$ cat config.mk
export PLATFORM = sky130hd
export DESIGN_NAME = fcbe_search
export DESIGN_NICKNAME = d
export VERILOG_FILES = /design/src/hdl/fcbe_pkg.sv /design/src/hdl/fcbe_search.sv
export SDC_FILE = /design/constraint.sdc
export NUM_CORES = 2
export LEC_CHECK = 0
export ABC_AREA = 0
export BUFFER_PORTS_ARGS = -buffer_cell sky130_fd_sc_hd__buf_4
export CORE_AREA = 4 4 506 508
export DETAILED_ROUTE_END_ITERATION = 8
export DIE_AREA = 0 0 510 512
export GPL_TIMING_DRIVEN = 0
export PLACE_DENSITY_LB_ADDON = 0.25
export SLEW_MARGIN = 20
export SYNTH_ARGS = -nofsm -noshare
export SYNTH_HDL_FRONTEND = slang
export SYNTH_SLANG_ARGS = --single-unit
export TNS_END_PERCENT = 5
$ cat constraint.sdc
create_clock -name clock -period 5.9 [get_ports clock]
set_input_delay 0 -clock clock [delete_from_list [all_inputs] [get_ports clock]]
set_output_delay 0 -clock clock [all_outputs]
set_load 0.01 [all_outputs]
$ cat src/hdl/fcbe_pkg.sv
package fcbe_pkg;

   localparam logic [7:0] QMARK      = 8'h3F;
   localparam logic [7:0] SPACE      = 8'h20;
   localparam logic [7:0] SWITCH_CODE = 8'd30;
   localparam logic [7:0] HIGH_BIT   = 8'h80;
   localparam int         OFFSET     = 14;

   localparam logic OP_TABLE = 1'b0;
   localparam logic OP_PATH  = 1'b1;

   typedef struct packed {
      logic       start;
      logic [7:0] a;
      logic [7:0] b;
   } search_req_type;

   typedef struct packed {
      logic       done;
      logic       found;
      logic [6:0] index;
   } search_rsp_type;

   function automatic logic [7:0] squelch(input logic [7:0] raw);
      logic [7:0] m;
      m = raw[7] ? {1'b0, raw[6:0]} : raw;
      return (m <= SWITCH_CODE) ? QMARK : m;
   endfunction

endpackage

$ cat src/hdl/fcbe_search.sv
module fcbe_search import fcbe_pkg::*; #(
   parameter int BIGRAM_PAIRS = 128
) (
   input  logic           clock,
   input  logic           reset,
   input  logic           wr_en,
   input  logic [7:0]     wr_index,
   input  logic [7:0]     wr_data,
   input  search_req_type req,
   output search_rsp_type rsp
);

   localparam int ENTRIES = 2 * BIGRAM_PAIRS;
   localparam int KW = (BIGRAM_PAIRS > 1) ? $clog2(BIGRAM_PAIRS) : 1;

   // Each pair is stored as one 16-bit word so a single read gives both bytes.
   logic [15:0] pair_mem [BIGRAM_PAIRS];
   logic [BIGRAM_PAIRS-1:0] pair_valid_ff;
   logic [7:0]  wr_index_ok;
   logic [KW-1:0] wr_pair;

   logic        busy_ff, busy_in;
   logic        rd_pend_ff, rd_pend_in;
   logic [KW:0] k_ff, k_in;
   logic [15:0] rd_data_ff;
   logic        rd_valid_ff;
   logic [7:0]  a_ff, b_ff;
   search_rsp_type rsp_in;

   assign wr_index_ok = wr_index;
   assign wr_pair     = wr_index[KW:1];

   always_ff @(posedge clock) begin
      if (wr_en && ({24'd0, wr_index_ok} < ENTRIES)) begin
         if (!pair_valid_ff[wr_pair])
            pair_mem[wr_pair] <= wr_index[0] ? {8'd0, wr_data} : {wr_data, 8'd0};
         else if (wr_index[0])
            pair_mem[wr_pair][7:0] <= wr_data;
         else
            pair_mem[wr_pair][15:8] <= wr_data;
      end
      if (reset)
         pair_valid_ff <= '0;
      else if (wr_en && ({24'd0, wr_index_ok} < ENTRIES))
         pair_valid_ff[wr_pair] <= 1'b1;
   end

   // The first write to a pair clears its other byte; a pair that was never
   // touched reads as zero through its valid bit.
   always_ff @(posedge clock) begin
      rd_data_ff  <= pair_mem[k_ff[KW-1:0]];
      rd_valid_ff <= pair_valid_ff[k_ff[KW-1:0]];
   end

   always_comb begin
      busy_in    = busy_ff;
      rd_pend_in = 1'b0;
      k_in       = k_ff;
      rsp_in     = '0;
      if (req.start) begin
         busy_in    = 1'b1;
         k_in       = '0;
         rd_pend_in = 1'b1;
      end else if (busy_ff) begin
         if (rd_pend_ff) begin
            rd_pend_in = 1'b0;
         end else begin
            priority if (!rd_valid_ff || rd_data_ff[15:8] == 8'd0) begin
               busy_in = 1'b0;
               rsp_in.done = 1'b1;
            end else if (rd_data_ff == {a_ff, b_ff}) begin
               busy_in = 1'b0;
               rsp_in.done = 1'b1;
               rsp_in.found = 1'b1;
               rsp_in.index = 7'(k_ff);
            end else if (k_ff == (KW+1)'(BIGRAM_PAIRS - 1)) begin
               busy_in = 1'b0;
               rsp_in.done = 1'b1;
            end else begin
               k_in = k_ff + 1'b1;
               rd_pend_in = 1'b1;
            end
         end
      end
   end

   always_ff @(posedge clock) begin
      if (req.start) begin
         a_ff <= req.a;
         b_ff <= req.b;
      end
      if (reset) begin
         busy_ff    <= 1'b0;
         rd_pend_ff <= 1'b0;
         k_ff       <= '0;
         rsp        <= '0;
      end else begin
         busy_ff    <= busy_in;
         rd_pend_ff <= rd_pend_in;
         k_ff       <= k_in;
         rsp        <= rsp_in;
      end
   end

endmodule

# Word-level counts from Yosys, hierarchy flattened
# Memories as Yosys holds them, arrays and structs flattened. A register that Yosys moved wholly into a read port is not among the register bits.
# Index checks and enable logic that the tools add are counted.
# Widths: inputs -> output; s select.
# totals
register_bits,164
out_inout_bits,9
n_memories,1
ramBits,2048
wordCells,67
# memory_table
name,depth,word_bits,read_ports,rd_ports_with_merged_regs,wr,line,text
pair_mem,128,16,1,1,1,fcbe_search.sv:17,logic [15:0] pair_mem [BIGRAM_PAIRS];
# op_classes
addsub,1
reduce_logical,9
n_mux,33
eq_ne,2
bitwise,8
order_cmp,3
# op_table
cell,n
$or 128x128->128,1
$mux 1,26
$mux 8,3
$eq 16x16->1,1
$lt 7x8->1 const B,2
$mux 16,1
$bmux 1 s7,2
$add 8x1->8 const B,1
$eq 8x7->1 const B,1
$logic_not 8->1,1
$demux 1 s7,1
$ge 7x1->1 const B,1
$reduce_or 6->1,1
$not 1->1,5
$reduce_and 5->1,1
$reduce_or 5->1,1
$reduce_or 4->1,1
$or 1x1->1,2
$reduce_or 2->1,1
$logic_and 1x1->1,1
$logic_not 1->1,1
$logic_or 1x1->1,1

# Depth between registers and ports, before layout
# logic_depth
depth_word,7
mapped_depth,11

# Worst setup path before layout
# Ideal clock, no wire load.
# synth_path
path_kind,input to register
startpoint,in wr_index[0]
endpoint,mem pair_mem[0][13] (data pin)
slack_ns,1.552
n_path_buf,2
arrival_ns,3.521
stages,3
cell_sequence,clkbuf_1 > clkbuf_1 > nor2b_1
# synth_between
elab_chain_len,5
word_cells_on_any_way,6
classes_between,6 x mux
# synth_lines
item,line,text
start: declaration,fcbe_search.sv:7,"input logic [7:0] wr_index,"
$mux 1,fcbe_search.sv:37,else if (wr_index[0])
$mux 1,fcbe_search.sv:35,if (!pair_valid_ff[wr_pair])
$mux 1,fcbe_search.sv:34,"if (wr_en && ({24'd0, wr_index_ok} < ENTRIES)) begin"
$mux 1 (not written as such),fcbe_search.sv:40,pair_mem[wr_pair][15:8] <= wr_data;
$mux 8 (no line) (*),n/a,
end: declaration,fcbe_search.sv:17,
# Mark *: on every way between the ends. The rest lies on a longest branch, timed or not.

==> impl_results.rst <==
.. list-table::
   :header-rows: 1

   * - Metric
     - Value
   * - Unrepaired setup endpoints after global routing
     - no
   * - Die Y
     - approximately 510 um
   * - Top-Level Pins
     - 45
   * - First-pass detailed-route iteration total
     - 6
   * - Final worst path period share
     - 0.752
   * - PD cells
     - a little over 300 nW/um2
   * - Starting density of the core
     - 0.349
   * - Core region area
     - roughly 250000 um2
   * - Routed via count
     - 49200
   * - DR vias/cell
     - roughly 6
   * - Routed Antenna Nets
     - 0
   * - Peak Freq
     - 0.225 GHz
   * - Prevailing post-synth register cell
     - sky130_fd_sc_hd__edfxtp_1
   * - Fin crit period
     - 4.44 ns
   * - Largest net degree at the start of global routing
     - 66
   * - Setup violations, final
     - 0
   * - Cts bufs inserted
     - between 200 and 250
   * - CTS tree
     - built
   * - Arithmetic-cell share of the synthesized area counting full adders, half adders and majority gates
     - 0.000143
   * - Post-CTS setup buffers
     - 0
   * - Placer Congestion
     - around 1.0
   * - Global-route wire length before repair
     - ~420000 um
   * - Max cap viols
     - 0
   * - Worst endpoint data arrival time
     - around 5.2 ns
   * - Final design utilization
     - 0.417
   * - Largest clock skew in the final design
     - ~0.076 ns
   * - Power after layout
     - ~32 mW
   * - Worst reg-to-reg setup slack
     - about 1.5 ns
   * - Post-cts repair resize count
     - 0
   * - Max IR drop VDD
     - around 340 uV
   * - Synthesis warning total
     - 0
   * - Count of flip-flops with a built-in enable after synthesis
     - around 2100
   * - Fraction of the mapped netlist area in compound gates
     - 0.0156
   * - CP Data Required Time
     - roughly 6.6 ns
   * - Total number of H-tree levels
     - 4
   * - Overflow left after global routing
     - 0
   * - DP Worst Slack
     - roughly 1.5 ns
   * - Kind of start point of the critical path
     - flop
   * - Number of distinct library cell variants in the gate-level netlist after synthesis
     - 48
   * - Count of final max-slew check failures
     - 0
   * - Leak Pwr
     - about 30 nW
   * - Routed wire length on met3
     - 30600 um
   * - Final cell count without fillers
     - roughly 8400
   * - Area share of and/or/nand/nor cells after synthesis
     - 0.0346
   * - Nets@finish
     - 4883
   * - Slew of the pin with the lowest slew margin
     - between 1 and 1.5 ns
   * - Clock input transition at the sequential cells of the worst setup and hold paths
     - about 0.07 ns
   * - Net count after synthesis
     - between 4000 and 5000
   * - Synthesis-to-layout area growth
     - 19.4%
   * - Sequential area share after synthesis
     - 0.744
   * - Number of placed cells counting well taps
     - between 7000 and 8000
   * - Vias in the first global route
     - 47700
   * - Cell count after synthesis
     - about 4200
   * - Switching share of power
     - 0.212
   * - Kind of critical path
     - flop to flop
   * - Drt first-iter violations
     - about 7700
   * - Clock network fraction of total power
     - 0.436
   * - Endpoint kind of the worst setup timing path
     - flop
   * - XOR/XNOR Fraction of Synth Area
     - 0.00180
   * - Switching pwr
     - slightly below 7 mW
   * - Worst max-slew margin expressed relative to the limit
     - 0.191
   * - Row cnt
     - between 150 and 200
   * - Routed length on met1
     - ~120000 um
   * - DRC errors left
     - 0
   * - Clk Tree Root Cell
     - sky130_fd_sc_hd__clkbuf_16
   * - Post-synth design cell area
     - approximately 88000 um2
   * - Maximum clock insertion buffer count
     - 3
   * - Final-report hold violation count
     - 0
   * - Die area
     - 261000 um2
   * - Total track usage
     - 0.234
   * - Clock Sinks
     - approximately 2200
   * - Clk Latency, worst-skew pair
     - ~0.9 ns
   * - Gate power share
     - 0.024
   * - Placed cell areas
     - approximately 100000 um2
   * - Internal
     - 25.3 mW
   * - Final design instance area without fill
     - about 100000 um2
   * - Flop and latch count out of synthesis
     - 2228
   * - Multiplexer fraction of the synthesized cell area
     - 0.188
   * - Total negative slack
     - 0 ns
   * - Port Buf Inserts
     - 43
   * - Hold/Removal Path Class
     - input pin to flop
   * - Flop pwr share
     - 0.540
   * - Result of the run
     - finished clean
   * - Antenna violations before repair
     - 22
   * - Crit path max fanout
     - 10
   * - Routed wire length per instance
     - about 37 um
   * - Fraction of registers with async set or reset after synthesis
     - 0
   * - Post-route worst hold slack
     - approximately 0.13 ns
   * - Mean area per synthesized cell
     - between 20 and 25 um2
   * - Top sig layer
     - met5
   * - Routed wire length
     - roughly 310000 um
   * - X dimension of the die
     - 510 um
   * - Combinational family with the most area after synthesis
     - multiplexers
   * - Share of layout cells above drive strength 1
     - 0.376
   * - Post-DP HPWL
     - 224000 um
   * - WL met2
     - about 140000 um
   * - Setup WS post-layout
     - around 1.5 ns
worst max-delay path, stage by stage (launching register included):
cell                       delay [ns]
sky130_fd_sc_hd__dfxtp_1         0.33
sky130_fd_sc_hd__buf_2           0.34
sky130_fd_sc_hd__buf_2           0.26
sky130_fd_sc_hd__buf_2           0.55
sky130_fd_sc_hd__buf_2           0.78
sky130_fd_sc_hd__mux4_2          0.61
sky130_fd_sc_hd__mux4_2          0.54
sky130_fd_sc_hd__mux2i_1         0.65
sky130_fd_sc_hd__a221oi_1        0.16
cells by family (layout without fill, tap and decap cells):
logic type	after synthesis	count (layout)
multiplexers	779	779
AND/OR/NAND/NOR	657	657
buffers and inverters	312	1122
flip-flops	2228	2228
AO/OA/AOI/OAI	225	225
other	0	11
XOR/XNOR	18	18
adder cells (fa/ha/maj)	1	1
what timing repair did:
action                                  CTS  global route
endpoints found under the hold margin  1432             0
setup endpoints to repair                 0             0
hold buffers                             44             0
state kept, by name, indices dropped and copies added (netlist names):
register,cells
k_ff,8
pair_mem,2048
b_ff,8
rsp,9
rd_valid_ff,1
pair_valid_ff,128
a_ff,8
rd_pend_ff,1
rd_data_ff,16
busy_ff,1
power groups by stage:
stage	logic (mW)	clock network, mW	registers, mW
floorplan	0.295	0	17.7
global placement	0.576	0	17.8
detailed placement	0.727	0	17.7
CTS	0.752	14.2	17.3
global route	0.796	14.8	17.3
finish	0.768	14.0	17.3
Yosys cell counts (all sizes together), types with 3 or more instances:
cell type,instances,area share
a221oi,19,0.0019
a2111oi,3,0.00030
o31ai,3,0.00026
nand3b,9,0.00077
nor2,165,0.0071
a21oi,143,0.0082
or4,5,0.00043
and2,18,0.0013
nor2b,18,0.0013
nand4,3,0.00021
buf,155,0.0088
mux2,38,0.0049
clkbuf,148,0.0063
nor4,7,0.00050
nand2b,5,0.00036
a22o,5,0.00050
nand3,10,0.00057
mux2i,47,0.0054
a221o,14,0.0016
o22ai,17,0.0012
o21ai,9,0.00051
nor3,264,0.015
mux4,694,0.18
nand2,142,0.0061
dfxtp,164,0.037
xor2,18,0.0018
edfxtp,2064,0.71
inv,8,0.00034
per-layer routing:
metal | global-route usage | vias to the layer above
met5 | 0 | -
met4 | 0.122 | 8
met3 | 0.0513 | 611
met2 | 0.348 | 2945
met1 | 0.324 | 26700
li1 | - | 18900
final timing paths:
| kind | start | to | cells past startpoint |
|---|---|---|---|
| min reg2reg | pair_valid_ff[107] | pair_valid_ff[107] | 2 |
| max | k_ff[0] | rd_data_ff[1] | 8 |
| max reg2reg | k_ff[0] | rd_data_ff[1] | 8 |
| min | req[16] | rd_pend_ff | 4 |
placed cells by master, fill, tap and decap left out, types with 127 or more instances in the layout:
master,instances
sky130_fd_sc_hd__edfxtp_1,2064
sky130_fd_sc_hd__mux4_2,694
sky130_fd_sc_hd__nor3_2,258
sky130_fd_sc_hd__buf_4,255
sky130_fd_sc_hd__clkbuf_16,225
sky130_fd_sc_hd__nor2_1,165
sky130_fd_sc_hd__dfxtp_1,164
sky130_fd_sc_hd__a21oi_1,143
sky130_fd_sc_hd__nand2_1,142
sky130_fd_sc_hd__buf_2,131
sky130_fd_sc_hd__clkbuf_1,127
area by class of cell:
class	instances	area, um2
fill	21900	146000
inverter	9	33.8
tap	3348	4190
sequential	2228	65300
clock buffer	281	5900
multi-input combinational	1680	22500
timing repair buffer	402	4200
clock inverter	127	1210
buffer	303	1430
antenna	11	27.5
Note: power is estimated with default switching activity, not from simulation.
